$ cat src/design/framed_wind_sentence_parser_top_defines.svh
// Assertion macros used by the parser top level
`ifndef FRAMED_WIND_SENTENCE_PARSER_TOP_DEFINES_SVH
`define FRAMED_WIND_SENTENCE_PARSER_TOP_DEFINES_SVH

`ifndef NO_ASSERTIONS

// Property must hold at every clock edge out of reset
`define FWSP_ASSERT(lbl, prop, msg) \
  lbl: assert property (@(posedge clk_i) disable iff (!rst_ni) (prop)) \
    else $error(msg);

// Condition must never be seen at a clock edge out of reset
`define FWSP_ASSERT_NEVER(lbl, cond, msg) \
  lbl: assert property (@(posedge clk_i) disable iff (!rst_ni) !(cond)) \
    else $error(msg);

`else

`define FWSP_ASSERT(lbl, prop, msg)
`define FWSP_ASSERT_NEVER(lbl, cond, msg)

`endif

`endif

$ cat src/design/fwsp_pkg.sv
package fwsp_pkg;

  // Defaults for the top level parameters
  localparam int unsigned MAX_PAYLOAD_DEF = 32;
  localparam int unsigned CMD_DEPTH_DEF   = 4;
  localparam int unsigned RES_DEPTH_DEF   = 2;

  // Payload length counter width (the user keeps the limit at 63 or below; not checked here)
  localparam int unsigned LEN_W = 6;

  // Control and field characters
  localparam logic [7:0] CH_STX   = 8'h02;
  localparam logic [7:0] CH_ETX   = 8'h03;
  localparam logic [7:0] CH_LF    = 8'h0A;
  localparam logic [7:0] CH_CR    = 8'h0D;
  localparam logic [7:0] CH_COMMA = 8'h2C;
  localparam logic [7:0] CH_POINT = 8'h2E;
  localparam logic [7:0] CH_V     = 8'h56;
  localparam logic [7:0] CH_A     = 8'h41;
  localparam logic [7:0] CH_N     = 8'h4E;
  localparam logic [7:0] CH_P     = 8'h50;
  localparam logic [7:0] CH_K     = 8'h4B;
  localparam logic [7:0] CH_F     = 8'h46;

  // Saturation limits and status letter codes
  localparam logic [9:0]  DIR_MAX   = 10'd999;
  localparam logic [16:0] SPEED_MAX = 17'd99999;
  localparam logic [6:0]  ERR_MAX   = 7'd99;
  localparam logic [6:0]  ERR_V     = 7'd11;
  localparam logic [6:0]  ERR_A     = 7'd10;

  // Field positions within the payload
  localparam logic [2:0] FLD_DEVICE = 3'd0;
  localparam logic [2:0] FLD_DIR    = 3'd1;
  localparam logic [2:0] FLD_SPEED  = 3'd2;
  localparam logic [2:0] FLD_UNIT   = 3'd3;
  localparam logic [2:0] FLD_STATUS = 3'd4;
  localparam logic [2:0] FLD_LAST   = 3'd5;

  // Unit codes
  localparam logic [2:0] UNIT_MS    = 3'd0;
  localparam logic [2:0] UNIT_KNOTS = 3'd1;
  localparam logic [2:0] UNIT_MPH   = 3'd2;
  localparam logic [2:0] UNIT_KMH   = 3'd3;
  localparam logic [2:0] UNIT_FTMIN = 3'd4;

  typedef enum logic [2:0] {
    ST_OK       = 3'd0,
    ST_MISSING  = 3'd1,
    ST_CHECKSUM = 3'd2,
    ST_DEVICE   = 3'd3,
    ST_TOO_LONG = 3'd4
  } status_e;

  typedef enum logic [2:0] {
    PH_IDLE    = 3'b001,
    PH_PAYLOAD = 3'b010,
    PH_CHECK   = 3'b100
  } phase_e;

  // Classified byte handed from front to back
  typedef struct packed {
    logic [7:0] data;
    logic       is_stx;
    logic       is_etx;
    logic       is_eol;
    logic       is_comma;
    logic       is_point;
    logic       is_digit;
    logic       is_hex;
    logic [3:0] nibble;
  } token_t;

  // One result item
  typedef struct packed {
    status_e     status;
    logic [7:0]  device_id;
    logic [9:0]  direction;
    logic [16:0] speed_hundredths;
    logic [2:0]  unit_code;
    logic [6:0]  error_code;
    logic [7:0]  checksum_computed;
    logic [7:0]  checksum_given;
  } res_t;

endpackage

$ cat src/design/fwsp_front.sv
module fwsp_front (
  input  logic [7:0]      rx_byte_i,
  output fwsp_pkg::token_t tok_o
);

  logic is_dec, is_lower, is_upper;

  // Character classes
  assign is_dec   = (rx_byte_i >= 8'h30) && (rx_byte_i <= 8'h39);
  assign is_lower = (rx_byte_i >= 8'h61) && (rx_byte_i <= 8'h66);
  assign is_upper = (rx_byte_i >= 8'h41) && (rx_byte_i <= 8'h46);

  // Build the token; letters a-f have low nibble 1..6, so add 9
  always_comb begin
    tok_o.data     = rx_byte_i;
    tok_o.is_stx   = (rx_byte_i == fwsp_pkg::CH_STX);
    tok_o.is_etx   = (rx_byte_i == fwsp_pkg::CH_ETX);
    tok_o.is_eol   = (rx_byte_i == fwsp_pkg::CH_LF) || (rx_byte_i == fwsp_pkg::CH_CR);
    tok_o.is_comma = (rx_byte_i == fwsp_pkg::CH_COMMA);
    tok_o.is_point = (rx_byte_i == fwsp_pkg::CH_POINT);
    tok_o.is_digit = is_dec;
    tok_o.is_hex   = is_dec || is_lower || is_upper;
    if (is_dec) begin
      tok_o.nibble = rx_byte_i[3:0];
    end else begin
      tok_o.nibble = 4'(rx_byte_i[3:0] + 4'd9);
    end
  end

endmodule

$ cat src/design/fwsp_queue.sv
module fwsp_queue #(
  parameter type         T     = logic,
  parameter int unsigned DEPTH = 2
) (
  input  logic clk_i,
  input  logic rst_ni,
  input  logic push_i,
  input  T     data_i,
  input  logic pop_i,
  output T     data_o,
  output logic empty_o,
  output logic full_o
);

  localparam int unsigned PtrW = (DEPTH > 1) ? $clog2(DEPTH) : 1;
  localparam int unsigned CntW = $clog2(DEPTH + 1);

  T              mem_q [DEPTH];
  logic [PtrW-1:0] wr_ptr_q, wr_ptr_d, rd_ptr_q, rd_ptr_d;
  logic [CntW-1:0] cnt_q, cnt_d;
  logic            do_push, do_pop;

  assign empty_o = (cnt_q == '0);
  assign full_o  = (cnt_q == CntW'(DEPTH));
  assign do_push = push_i && !full_o;
  assign do_pop  = pop_i && !empty_o;
  assign data_o  = mem_q[rd_ptr_q];

  // Pointer and occupancy update
  always_comb begin
    wr_ptr_d = wr_ptr_q;
    rd_ptr_d = rd_ptr_q;
    cnt_d    = cnt_q;
    if (do_push) begin
      wr_ptr_d = (wr_ptr_q == PtrW'(DEPTH - 1)) ? '0 : PtrW'(wr_ptr_q + 1'b1);
    end
    if (do_pop) begin
      rd_ptr_d = (rd_ptr_q == PtrW'(DEPTH - 1)) ? '0 : PtrW'(rd_ptr_q + 1'b1);
    end
    if (do_push && !do_pop) begin
      cnt_d = CntW'(cnt_q + 1'b1);
    end else if (do_pop && !do_push) begin
      cnt_d = CntW'(cnt_q - 1'b1);
    end
  end

  always_ff @(posedge clk_i or negedge rst_ni) begin
    if (!rst_ni) begin
      wr_ptr_q <= '0;
      rd_ptr_q <= '0;
      cnt_q    <= '0;
    end else begin
      wr_ptr_q <= wr_ptr_d;
      rd_ptr_q <= rd_ptr_d;
      cnt_q    <= cnt_d;
    end
  end

  // Storage, no reset needed
  always_ff @(posedge clk_i) begin
    if (do_push) begin
      mem_q[wr_ptr_q] <= data_i;
    end
  end

endmodule

$ cat src/design/fwsp_back.sv
module fwsp_back #(
  parameter int unsigned MAX_PAYLOAD = fwsp_pkg::MAX_PAYLOAD_DEF
) (
  input  logic             clk_i,
  input  logic             rst_ni,
  input  fwsp_pkg::token_t tok_i,
  input  logic             tok_valid_i,
  output logic             tok_pop_o,
  input  logic             res_full_i,
  output logic             res_push_o,
  output fwsp_pkg::res_t   res_o
);

  fwsp_pkg::phase_e phase_q, phase_d;
  logic [7:0]             xor_q, xor_d;
  logic [2:0]             fidx_q, fidx_d;
  logic [fwsp_pkg::LEN_W-1:0] len_q, len_d;
  logic                   nonempty_q, nonempty_d;
  logic                   halted_q, halted_d;
  logic [7:0]             dev_q, dev_d;
  logic [9:0]             dir_q, dir_d;
  logic [16:0]            spd_q, spd_d;
  logic [1:0]             frac_q, frac_d;
  logic                   point_q, point_d;
  logic [7:0]             unit_q, unit_d;
  logic [6:0]             err_q, err_d;
  logic [7:0]             ck_q, ck_d;

  logic        step;
  logic        first;
  logic        emit;
  logic [13:0] dir_x;
  logic [19:0] spd_x;
  logic [9:0]  err_x;
  logic [2:0]  unit_code;
  fwsp_pkg::status_e frame_st;

  assign step      = tok_valid_i && !res_full_i;
  assign tok_pop_o = step;
  assign first     = !nonempty_q;

  // A result leaves only with a token actually taken
  assign res_push_o = emit && step;

  // Decimal accumulate candidates
  assign dir_x = 14'(dir_q) * 14'd10 + 14'(tok_i.nibble);
  assign err_x = 10'(err_q) * 10'd10 + 10'(tok_i.nibble);
  always_comb begin
    if (!point_q) begin
      spd_x = 20'(spd_q) * 20'd10 + 20'(tok_i.nibble) * 20'd100;
    end else if (frac_q == 2'd0) begin
      spd_x = 20'(spd_q) + 20'(tok_i.nibble) * 20'd10;
    end else if (frac_q == 2'd1) begin
      spd_x = 20'(spd_q) + 20'(tok_i.nibble);
    end else begin
      spd_x = 20'(spd_q);
    end
  end

  // Unit letter map and frame status
  always_comb begin
    case (unit_q)
      fwsp_pkg::CH_N: unit_code = fwsp_pkg::UNIT_KNOTS;
      fwsp_pkg::CH_P: unit_code = fwsp_pkg::UNIT_MPH;
      fwsp_pkg::CH_K: unit_code = fwsp_pkg::UNIT_KMH;
      fwsp_pkg::CH_F: unit_code = fwsp_pkg::UNIT_FTMIN;
      default:        unit_code = fwsp_pkg::UNIT_MS;
    endcase
    if (xor_q != ck_q) begin
      frame_st = fwsp_pkg::ST_CHECKSUM;
    end else if (err_q != '0) begin
      frame_st = fwsp_pkg::ST_DEVICE;
    end else begin
      frame_st = fwsp_pkg::ST_OK;
    end
  end

  // Parse step for one token
  always_comb begin
    phase_d    = phase_q;
    xor_d      = xor_q;
    fidx_d     = fidx_q;
    len_d      = len_q;
    nonempty_d = nonempty_q;
    halted_d   = halted_q;
    dev_d      = dev_q;
    dir_d      = dir_q;
    spd_d      = spd_q;
    frac_d     = frac_q;
    point_d    = point_q;
    unit_d     = unit_q;
    err_d      = err_q;
    ck_d       = ck_q;
    emit       = 1'b0;
    res_o      = '0;

    if (phase_q == fwsp_pkg::PH_CHECK) begin
      if (tok_i.is_hex) begin
        ck_d = {ck_q[3:0], tok_i.nibble};
      end else begin
        emit                    = 1'b1;
        res_o.status            = frame_st;
        res_o.device_id         = dev_q;
        res_o.direction         = dir_q;
        res_o.speed_hundredths  = spd_q;
        res_o.unit_code         = unit_code;
        res_o.error_code        = err_q;
        res_o.checksum_computed = xor_q;
        res_o.checksum_given    = ck_q;
        phase_d                 = fwsp_pkg::PH_IDLE;
      end
    end

    if (tok_i.is_stx) begin
      // A start byte always opens a clean frame
      phase_d    = fwsp_pkg::PH_PAYLOAD;
      xor_d      = '0;
      fidx_d     = '0;
      len_d      = '0;
      nonempty_d = 1'b0;
      halted_d   = 1'b0;
      dev_d      = '0;
      dir_d      = '0;
      spd_d      = '0;
      frac_d     = '0;
      point_d    = 1'b0;
      unit_d     = '0;
      err_d      = '0;
      ck_d       = '0;
    end else if (phase_q == fwsp_pkg::PH_PAYLOAD) begin
      if (tok_i.is_etx) begin
        phase_d = fwsp_pkg::PH_CHECK;
        ck_d    = '0;
      end else if (tok_i.is_eol) begin
        emit                    = 1'b1;
        res_o.status            = fwsp_pkg::ST_MISSING;
        res_o.checksum_computed = xor_q;
        phase_d                 = fwsp_pkg::PH_IDLE;
      end else if (len_q >= fwsp_pkg::LEN_W'(MAX_PAYLOAD)) begin
        emit                    = 1'b1;
        res_o.status            = fwsp_pkg::ST_TOO_LONG;
        res_o.checksum_computed = xor_q;
        phase_d                 = fwsp_pkg::PH_IDLE;
      end else begin
        len_d = fwsp_pkg::LEN_W'(len_q + 1'b1);
        xor_d = xor_q ^ tok_i.data;
        if (tok_i.is_comma) begin
          // Runs of separators count once
          if (nonempty_q) begin
            if (fidx_q < fwsp_pkg::FLD_LAST) begin
              fidx_d = 3'(fidx_q + 1'b1);
            end
            nonempty_d = 1'b0;
            halted_d   = 1'b0;
            point_d    = 1'b0;
          end
        end else begin
          nonempty_d = 1'b1;
          case (fidx_q)
            fwsp_pkg::FLD_DEVICE: begin
              if (first) dev_d = tok_i.data;
            end
            fwsp_pkg::FLD_DIR: begin
              if (!halted_q) begin
                if (!tok_i.is_digit) begin
                  halted_d = 1'b1;
                end else begin
                  dir_d = (dir_x > 14'(fwsp_pkg::DIR_MAX)) ?
                          fwsp_pkg::DIR_MAX : dir_x[9:0];
                end
              end
            end
            fwsp_pkg::FLD_SPEED: begin
              if (!halted_q) begin
                if (tok_i.is_point && !point_q) begin
                  point_d = 1'b1;
                end else if (!tok_i.is_digit) begin
                  halted_d = 1'b1;
                end else begin
                  if (point_q && frac_q == 2'd0) frac_d = 2'd1;
                  else if (point_q && frac_q == 2'd1) frac_d = 2'd2;
                  spd_d = (spd_x > 20'(fwsp_pkg::SPEED_MAX)) ?
                          fwsp_pkg::SPEED_MAX : spd_x[16:0];
                end
              end
            end
            fwsp_pkg::FLD_UNIT: begin
              if (first) unit_d = tok_i.data;
            end
            fwsp_pkg::FLD_STATUS: begin
              // point flag marks a token that is so far a lone V or A
              if (first && (tok_i.data == fwsp_pkg::CH_V ||
                            tok_i.data == fwsp_pkg::CH_A)) begin
                err_d    = (tok_i.data == fwsp_pkg::CH_V) ?
                           fwsp_pkg::ERR_V : fwsp_pkg::ERR_A;
                point_d  = 1'b1;
                halted_d = 1'b1;
              end else if (point_q) begin
                err_d   = '0;
                point_d = 1'b0;
              end else if (!halted_q) begin
                if (!tok_i.is_digit) begin
                  halted_d = 1'b1;
                end else begin
                  err_d = (err_x > 10'(fwsp_pkg::ERR_MAX)) ?
                          fwsp_pkg::ERR_MAX : err_x[6:0];
                end
              end
            end
            default: begin
            end
          endcase
        end
      end
    end else if (phase_q != fwsp_pkg::PH_CHECK && phase_q != fwsp_pkg::PH_IDLE) begin
      phase_d = fwsp_pkg::PH_IDLE;
    end
  end

  always_ff @(posedge clk_i or negedge rst_ni) begin
    if (!rst_ni) begin
      phase_q    <= fwsp_pkg::PH_IDLE;
      xor_q      <= '0;
      fidx_q     <= '0;
      len_q      <= '0;
      nonempty_q <= 1'b0;
      halted_q   <= 1'b0;
      dev_q      <= '0;
      dir_q      <= '0;
      spd_q      <= '0;
      frac_q     <= '0;
      point_q    <= 1'b0;
      unit_q     <= '0;
      err_q      <= '0;
      ck_q       <= '0;
    end else if (step) begin
      phase_q    <= phase_d;
      xor_q      <= xor_d;
      fidx_q     <= fidx_d;
      len_q      <= len_d;
      nonempty_q <= nonempty_d;
      halted_q   <= halted_d;
      dev_q      <= dev_d;
      dir_q      <= dir_d;
      spd_q      <= spd_d;
      frac_q     <= frac_d;
      point_q    <= point_d;
      unit_q     <= unit_d;
      err_q      <= err_d;
      ck_q       <= ck_d;
    end
  end

endmodule

$ cat src/design/framed_wind_sentence_parser_top.sv
// Framed wind sentence parser.
// Input channel: one received byte per transfer on rx_byte_i, taken at a clock
// edge with push high and full low. Output channel: one parsed frame result
// on the result ports while empty is low, removed at an edge with pop high.
// Bytes go through a classifier into a short command queue; the parser takes
// one queued byte per cycle while the result queue is not full, and writes
// any result into a result queue. Throughput: one byte per clock cycle.
// With both queues drained, the byte that closes the frame (first non-hex
// byte after the checksum, a line end in the payload, or the byte past the
// length limit) is registered in the command queue, parsed from its head and
// its result registered in the result queue, whose head drives the outputs.
// When the receiver stalls, the result queue fills, the parser stops taking
// bytes, and full rises once the command queue is full as well; nothing is
// lost. Reset empties both queues and leaves the parser waiting for a start
// byte with all fields cleared; no clearing pass is needed.
`include "framed_wind_sentence_parser_top_defines.svh"

module framed_wind_sentence_parser_top #(
  parameter int unsigned MAX_PAYLOAD = fwsp_pkg::MAX_PAYLOAD_DEF,
  parameter int unsigned CMD_DEPTH   = fwsp_pkg::CMD_DEPTH_DEF,
  parameter int unsigned RES_DEPTH   = fwsp_pkg::RES_DEPTH_DEF
) (
  input  logic        clk_i,
  input  logic        rst_ni,
  input  logic        push,
  output logic        full,
  input  logic [7:0]  rx_byte_i,
  output logic        empty,
  input  logic        pop,
  output logic [2:0]  status_o,
  output logic [7:0]  device_id_o,
  output logic [9:0]  direction_o,
  output logic [16:0] speed_hundredths_o,
  output logic [2:0]  unit_code_o,
  output logic [6:0]  error_code_o,
  output logic [7:0]  checksum_computed_o,
  output logic [7:0]  checksum_given_o
);

  fwsp_pkg::token_t tok_in, tok_head;
  fwsp_pkg::res_t   res_new, res_head;
  logic cmd_empty, cmd_full, cmd_pop;
  logic res_full, res_push;

  // Classifier
  fwsp_front u_front (
    .rx_byte_i (rx_byte_i),
    .tok_o     (tok_in)
  );

  // Front to back decoupling queue
  fwsp_queue #(
    .T     (fwsp_pkg::token_t),
    .DEPTH (CMD_DEPTH)
  ) u_cmd_queue (
    .clk_i   (clk_i),
    .rst_ni  (rst_ni),
    .push_i  (push),
    .data_i  (tok_in),
    .pop_i   (cmd_pop),
    .data_o  (tok_head),
    .empty_o (cmd_empty),
    .full_o  (cmd_full)
  );

  assign full = cmd_full;

  // Frame parser
  fwsp_back #(
    .MAX_PAYLOAD (MAX_PAYLOAD)
  ) u_back (
    .clk_i       (clk_i),
    .rst_ni      (rst_ni),
    .tok_i       (tok_head),
    .tok_valid_i (!cmd_empty),
    .tok_pop_o   (cmd_pop),
    .res_full_i  (res_full),
    .res_push_o  (res_push),
    .res_o       (res_new)
  );

  // Result queue
  fwsp_queue #(
    .T     (fwsp_pkg::res_t),
    .DEPTH (RES_DEPTH)
  ) u_res_queue (
    .clk_i   (clk_i),
    .rst_ni  (rst_ni),
    .push_i  (res_push),
    .data_i  (res_new),
    .pop_i   (pop),
    .data_o  (res_head),
    .empty_o (empty),
    .full_o  (res_full)
  );

  assign status_o            = res_head.status;
  assign device_id_o         = res_head.device_id;
  assign direction_o         = res_head.direction;
  assign speed_hundredths_o  = res_head.speed_hundredths;
  assign unit_code_o         = res_head.unit_code;
  assign error_code_o        = res_head.error_code;
  assign checksum_computed_o = res_head.checksum_computed;
  assign checksum_given_o    = res_head.checksum_given;

  // Checks
  `FWSP_ASSERT(a_res_no_overrun, res_push |-> !res_full,
    "result written into a full queue")
  `FWSP_ASSERT(a_cmd_no_underrun, cmd_pop |-> !cmd_empty,
    "parser took a byte from an empty queue")
  `FWSP_ASSERT(a_ok_sum_match,
    (!empty && status_o == fwsp_pkg::ST_OK) |->
    (checksum_computed_o == checksum_given_o),
    "ok status with differing checksums")
  `FWSP_ASSERT(a_err_fields_zero,
    (!empty && (status_o == fwsp_pkg::ST_MISSING || status_o == fwsp_pkg::ST_TOO_LONG)) |->
    (device_id_o == '0 && direction_o == '0 && error_code_o == '0 &&
     checksum_given_o == '0),
    "aborted frame carries field data")

endmodule

$ cat config.mk
export PLATFORM = sky130hd
export DESIGN_NAME = framed_wind_sentence_parser_top
export DESIGN_NICKNAME = d
export VERILOG_FILES = /design/src/design/fwsp_pkg.sv /design/src/design/fwsp_front.sv /design/src/design/fwsp_queue.sv /design/src/design/fwsp_back.sv /design/src/design/framed_wind_sentence_parser_top.sv
export VERILOG_INCLUDE_DIRS = /design/src /design/src/design
export SDC_FILE = /design/constraint.sdc
export NUM_CORES = 1
export LEC_CHECK = 0
export ABC_CLOCK_PERIOD_IN_PS = 11100
export BUFFER_PORTS_ARGS = -buffer_cell sky130_fd_sc_hd__buf_2
export CAP_MARGIN = 20
export CORE_MARGIN = 8
export CORE_UTILIZATION = 50
export DETAILED_ROUTE_END_ITERATION = 7
export PLACE_DENSITY = 0.67
export RECOVER_POWER = 100
export SLEW_MARGIN = 20
export SYNTH_ARGS = -nofsm -noshare
export SYNTH_HDL_FRONTEND = slang
export SYNTH_SLANG_ARGS = --single-unit
$ cat constraint.sdc
create_clock -name clk_i -period 11.1 [get_ports clk_i]
set_clock_uncertainty 0.15 [all_clocks]
set_input_delay 0.555 -clock clk_i [delete_from_list [all_inputs] [get_ports clk_i]]
set_output_delay 0.555 -clock clk_i [all_outputs]
set_load 0.05 [all_outputs]
### Yosys cells after proc, flatten, opt, wreduce, memory -nomap -nowiden

Memory sizes are Yosys's and may differ from the RTL's.
Cells that the tools add are included.

| cells by class | value |
|---|---|
| shift operators | 0 |
| eq/ne operators | 38 |
| $mul | 5 |
| reductions and logical operators | 63 |
| bitwise gates (word level) | 1 |
| div/mod/pow operators | 0 |
| muxes and demuxes | 160 |
| $lt $le $gt $ge | 11 |
| add/subtract/negate cells | 16 |

Operator list:

| operator | number |
|---|---|
| 2-to-1 mux 8 bit | 30 |
| 2-to-1 mux 17 bit | 11 |
| 2-to-1 mux 64 bit | 2 |
| 2-to-1 mux 10 bit | 10 |
| 2-to-1 mux 7 bit | 12 |
| 2-to-1 mux 3 bit | 24 |
| 2-to-1 mux 20 bit | 3 |
| == test 8 x 7 -> 1 bit, second input constant | 6 |
| 2-to-1 mux 1 bit | 42 |
| 2-to-1 mux 2 bit | 17 |
| AND reduction 8 bit | 4 |
| 2-to-1 mux 6 bit | 5 |
| AND reduction 9 bit | 3 |
| nonzero test 2 bit | 12 |
| adder 20 x 11 -> 20 bit | 1 |
| greater-than comparator 20 x 17 -> 1 bit, second input constant | 1 |
| multiplier 17 x 3 -> 19 bit, second input constant | 1 |
| adder 17 x 4 -> 18 bit | 1 |
| adder 17 x 8 -> 18 bit | 1 |
| logical AND 1 bit | 18 |
| == test 8 x 2 -> 1 bit, second input constant | 2 |
| == test 8 x 4 -> 1 bit, second input constant | 2 |
| == test 8 x 6 -> 1 bit, second input constant | 2 |
| >= comparator 8 x 7 -> 1 bit, second input constant | 2 |
| 49 further kinds | 82 |

| storage, ports and cells | value |
|---|---|
| output and inout port bits | 66 |
| memories | 2 |
| input bits | 12 |
| latch bits | 0 |
| bits in writable memories | 204 |
| memory bits (read-only) | 0 |
| flip-flop bits (word level) | 94 |

Memory list:

| memory | depth | width | read ports | clocked after Yosys merged registers in | wr ports | RTL line | RTL |
|---|---|---|---|---|---|---|---|
| u_res_queue.mem_q | 2 | 64 | 1 | 0 | 1 | fwsp_queue.sv:18 | `T mem_q [DEPTH];` |
| u_cmd_queue.mem_q | 4 | 19 | 1 | 0 | 1 | fwsp_queue.sv:18 |  |

### Longest topological paths before layout

An unclocked memory read counts as a cell.

| depth | value |
|---|---|
| depth in word-level cells | 17 |
| gate-level depth with buffers | 21 |
| mapped depth without buffers | 17 |

### Cells and area by module

A second synthesis with hierarchy kept.

| second synthesis, totals | value |
|---|---|
| cell total of the unflattened synthesis | 1378 |
| area, all modules | 17058.9 µm² |

By module, submodules not included:

| module | cells each | times used | area each (µm²) | sequential area each (µm²) |
|---|---|---|---|---|
| fwsp_back | 978 | 1 | 8481.9 | 2078.2 |
| fwsp_queue (u_res_queue) | 218 | 1 | 5021.1 | 3943.8 |
| fwsp_queue (u_cmd_queue) | 136 | 1 | 3178.0 | 2457.4 |
| fwsp_front | 45 | 1 | 374.1 | 0.0 |
| framed_wind_sentence_parser_top | 1 | 1 | 3.8 | 0.0 |

### Worst setup path before layout

Ideal clock, no wire load.

| path | value |
|---|---|
| path kind | register to register |
| start point | register u_cmd_queue.rd_ptr_q[0] |
| end point | memory u_res_queue.mem_q[0][0] (netlist name) (enable) |
| cell stages (with the launch flop) | 10 |
| library setup time | 0.486 ns |
| arrival | 5.125 ns |
| path buffers | 3 |
| clock period less this slack | 5.762 ns |
| path slack | 5.338 ns |
| cells stage by stage | dfrtp_1 > buf_6 > buf_6 > buf_2 > mux4_2 > nor4_1 > inv_1 > o21ai_1 > nand2_1 > nor2_1 |

| on the way | value |
|---|---|
| longest elaborated chain between the ends | 12 |

RTL lines:

| what | RTL line | RTL |
|---|---|---|
| start, declared | fwsp_queue.sv:19 | `logic [PtrW-1:0] wr_ptr_q, wr_ptr_d, rd_ptr_q, rd_ptr_d;` |
| start signal, assigned | fwsp_queue.sv:54 | `rd_ptr_q <= rd_ptr_d;` |
| memory (4 x 19 bit) (*) | - |  |
| 2-to-1 mux 1 bit | fwsp_back.sv:98 | `if (tok_i.is_hex) begin` |
| 2-to-1 mux 1 bit | fwsp_back.sv:97 | `if (phase_q == fwsp_pkg::PH_CHECK) begin` |
| 2-to-1 mux 1 bit | fwsp_back.sv:139 | `end else if (len_q >= fwsp_pkg::LEN_W'(MAX_PAYLOAD)) begin` |
| 2-to-1 mux 1 bit | fwsp_back.sv:134 | `end else if (tok_i.is_eol) begin` |
| 2-to-1 mux 1 bit | fwsp_back.sv:131 | `if (tok_i.is_etx) begin` |
| 2-to-1 mux 1 bit | fwsp_back.sv:130 | `end else if (phase_q == fwsp_pkg::PH_PAYLOAD) begin` |
| 2-to-1 mux 1 bit (*) | fwsp_back.sv:114 | `if (tok_i.is_stx) begin` |
| logical AND 1 bit (*) | fwsp_back.sv:43 | `assign res_push_o = emit && step;` |
| logical AND 1 bit (*) | fwsp_queue.sv:25 | `assign do_push = push_i && !full_o;` |
| 2-to-1 mux 1 bit (*) | fwsp_queue.sv:61 | `if (do_push) begin` |
| 2-to-1 mux 1 bit (implied by the code) (*) | fwsp_queue.sv:62 | `mem_q[wr_ptr_q] <= data_i;` |
| end, declared | fwsp_queue.sv:18 |  |

Mark *: on every way between the ends. The rest lies on a longest branch, timed or not.

### Worst setup path in the final report

| path | value |
|---|---|
| start point | register u_cmd_queue.rd_ptr_q[1] |
| end point | register u_back.spd_q[1] |

| on the way | value |
|---|---|
| longest elaborated chain between the ends | 17 |

RTL lines:

| what | RTL line | RTL |
|---|---|---|
| memory (4 x 19 bit) (*) | - |  |
| multiplier 4 x 3 -> 7 bit or adder 17 x 4 -> 18 bit (tied branches) | fwsp_back.sv:52, fwsp_back.sv:54 |  |
| adder 17 x 8 -> 18 bit or 2-to-1 mux 20 bit (tied branches) | fwsp_back.sv:52, fwsp_back.sv:53 |  |
| 2-to-1 mux 20 bit | fwsp_back.sv:51 | `end else if (frac_q == 2'd0) begin` |
| 2-to-1 mux 20 bit | fwsp_back.sv:49 | `if (!point_q) begin` |
| greater-than comparator 20 x 17 -> 1 bit | fwsp_back.sv:182 | `spd_d = (spd_x > 20'(fwsp_pkg::SPEED_MAX)) ?` |
| 2-to-1 mux 17 bit | fwsp_back.sv:182 |  |
| 2-to-1 mux 17 bit | fwsp_back.sv:177 | `end else if (!tok_i.is_digit) begin` |
| 2-to-1 mux 17 bit | fwsp_back.sv:175 | `if (tok_i.is_point && !point_q) begin` |
| 2-to-1 mux 17 bit | fwsp_back.sv:174 | `if (!halted_q) begin` |
| 2-to-1 mux 17 bit | fwsp_back.sv:159 | `case (fidx_q)` |
| 2-to-1 mux 17 bit | fwsp_back.sv:147 | `if (tok_i.is_comma) begin` |
| 2-to-1 mux 17 bit | fwsp_back.sv:139 |  |
| 2-to-1 mux 17 bit | fwsp_back.sv:134 |  |
| 2-to-1 mux 17 bit | fwsp_back.sv:131 |  |
| 2-to-1 mux 17 bit | fwsp_back.sv:130 |  |
| 2-to-1 mux 17 bit | fwsp_back.sv:114 |  |
| end signal, assigned | fwsp_back.sv:245 | `spd_q <= spd_d;` |
| end, declared | fwsp_back.sv:22 | `logic [16:0] spd_q, spd_d;` |

Mark *: on every way between the ends. The rest lies on a longest branch, timed or not. The select of a mux whose other input is x is not followed.
A chain may end at the register's enable or synchronous reset.

==> flow_summary.ini <==
[job]
drv_cap = 7

[yosys]
synth_area_leaders = edfxtp_1 36%, dfrtp_1 14%, ha_1 8.2%
syn_nets = 1590
synthAdderAreaFrac_pct = 9.41
synth_ff_type = edfxtp_1
yosysTopAreaCell = edfxtp_1
synth-edff-count = 204
yosys.cell_types.count = 89
yosys_warnings = 0
synth-compound-area-share_pct = 12.2
avgSynthCellArea_um2 = 11.7
synth_top_family_by_area = simple AND/OR/NAND/NOR gates
muxShareOfSynthArea_pct = 9.27
synth_top_area_share_pct = 36.0
syn_inst = 1456
synth.yosys.seq_area_share_pct = 49.8
synthesis.area_mm2 = 0.0170
synth.most_common_cell = edfxtp_1
yosys.area_share.simple_pct = 13.3
synthXorXnorAreaFrac_pct = 3.60
synth_commonest_cells = 204 x edfxtp_1, 112 x ha_1, 93 x dfrtp_1, 93 x nand2_1, 90 x nor2_1
ys_ff_latch = 298
synth_async_sr_flop_share_pct = 31.5

[global_routing]
grt_pass1_wl_um = 60600
track_usage_pct = 18.0
grt-ovfl-total = 0
grt_max_degree = 66
grt_pass1_vias = 11400
antenna_found_initial = 0

[clocking]
clk_pin_slew_ps = 60
clock-root-buffer = clkbuf_16
clockBufferDepth = 3
cts_tree = built
post_cts_resized = 0
cts_buffers = 29
clock_latency_ps = 560
cts_hold_buf = 1
cts_sinks = 298
post_cts_buffers = 0
htree_num_levels = 1

[cells_and_area]
syn_to_final_growth_pct = 9.27
drive_above_1_share_pct = 11.5
n_antenna_cell = 0
nets = 1653

[critical_path]
worstPathRequired_ps = 11320
critPathKind = register to register
end_kind = register
crit_arrival_ps = 6610
crit_fanout = 22
startpoint_type = register

[outcome]
status = complete, but fails checks
failed_checks = capacitance limit, slew limit

[worst_hold_path]
hold_path.class = input port to register

[pwr]
p_leak_nw = 7.16
power_density_mw_per_mm2 = 274
irDropWorstVdd_v = 0.000158

[floorplanning]
die_h_um = 200
core_mm2 = 0.0335
num_rows = 67
start_util_pct = 50.7
dieArea_mm2 = 0.0402
io_pins = 78
die_x_um = 200

[timing]
period_minus_slack_ps = 6390
final_hold_viol_count = 0
slew_headroom_pct = -142
holdWs_ps = 203
rsz0062_at_grt = no
setup_tns_ps = 0
period_share_pct = 57.5
maxClockFrequency_mhz = 157
drv_slew = 268
tightest_slew_ps = 3640
finalSetupViolCount = 0

[drt]
drc = 0
vias = 11600
firstDrtPassIters = 5
ant_nets = 0
wl_um = 37200
vias_per_cell = 5.83
wl_per_cell_um = 18.7
drtIter0Drc = 658

[place]
io_buffers = 77
dp_hpwl_um = 26100
routabilityCongestion = 0.880
## power by group
| part | internal (W) | switching (W) | total [W] |
|---|---|---|---|
| clock network | 0.000562 | 0.000412 | 0.000974 |
| registers | 0.00137 | 0.000129 | 0.00150 |
| logic | 0.000964 | 0.00166 | 0.00262 |
| total | 0.00289 | 0.00220 | 0.00509 |
## cells by family (layout without fill, tap and decap cells)
logic type,Yosys count,count (layout)
fa+ha+maj,122,122
compound gates,310,310
flops,298,298
buf+inv,100,186
simple gates,432,432
xor+xnor,70,70
mux,124,124
## state kept, by name, summed over array words and instances (netlist names), 3 cells and up
name and count:
u_back.len_q 6, u_back.phase_q 3, u_back.xor_q 8, u_res_queue.mem_q 128, u_back.unit_q 8, u_back.spd_q 17
u_back.ck_q 8, u_back.fidx_q 3, u_cmd_queue.cnt_q 3, u_back.err_q 7, u_cmd_queue.mem_q 76, u_back.dev_q 8
u_back.dir_q 10
## worst max-delay path, stage by stage, from the launching register on
cell	delay [ps]
dfrtp_1	990
mux4_2	580
ha_1	350
ha_1	220
ha_1	180
a21oi_1	160
xnor2_1	100
ha_1	370
nor2_1	90
a2111oi_0	900
o21ai_0	430
o21a_1	280
o21ai_0	200
o211ai_1	120
o211ai_1	840
a31oi_1	210
## placed cells by master, fill, tap and decap left out, drive strengths merged, types with 12 or more instances in the layout
cell,synthesis,final
mux2i,20,20
o211ai,12,12
a31oi,19,19
and2,84,84
nor2,93,93
mux2,86,86
xnor2,44,44
a211oi,16,16
clkbuf,39,115
edfxtp,204,204
xor2,26,26
nor4,14,14
inv,44,46
mux4,18,18
nand2,93,93
nand3,27,27
a21oi,78,78
nor3,34,34
o21ai,80,80
a21o,18,18
dfrtp,93,93
ha,112,112
buf,17,12
## area by class of cell
| type | count | area [um2] |
|---|---|---|
| clock inverters | 14 | 164 |
| multi-input cells | 1058 | 8080 |
| well taps | 448 | 561 |
| fillers | 2848 | 14900 |
| repair buffers | 88 | 364 |
| clock buffers | 40 | 777 |
| flip-flops and latches | 298 | 8480 |
| inverters | 44 | 165 |
## path summary, 6_finish.rpt
path / start / endpoint / slack, ps / depth (start not counted)
worst min-delay path: pop / u_res_queue.rd_ptr_q / 200 / 3
worst max-delay path: u_cmd_queue.rd_ptr_q[1] / u_back.spd_q[1] / 4710 / 15
max in group asynchronous: rst_ni / u_back.spd_q[13] / 5760 / 3
worst max register to register: u_cmd_queue.rd_ptr_q[1] / u_back.spd_q[1] / 4710 / 15
min in group asynchronous: rst_ni / u_back.dev_q[2] / 850 / 2
worst min register to register: u_cmd_queue.cnt_q[2] / u_cmd_queue.cnt_q[2] / 340 / 1
## layer usage
metal | vias to the layer above | wire, um | global-route usage, %
li1 | 5560 | - | -
met1 | 5719 | 17600 | 25.2
met2 | 260 | 17300 | 29.4
met3 | 56 | 1710 | 2.36
met4 | 0 | 637 | 4.10
met5 | - | 0 | 0
## stage by stage
step | instance area, um2 | utilization, % | total power, W | cells | worst slack [ps]
after floorplan | 17000 | - | 0.00356 | 1456 | 5340
after global placement | 17800 | 53.1 | 0.00411 | 1935 | 5710
after detailed placement | 17800 | 53.1 | 0.00415 | 1935 | 5610
after CTS | 18800 | 55.9 | 0.00514 | 1990 | 5580
after global routing | 18600 | 55.4 | 0.00544 | 1990 | 4080
final | 18600 | 55.4 | 0.00509 | 1990 | 4710
Note: power is estimated with default switching activity, not from simulation.
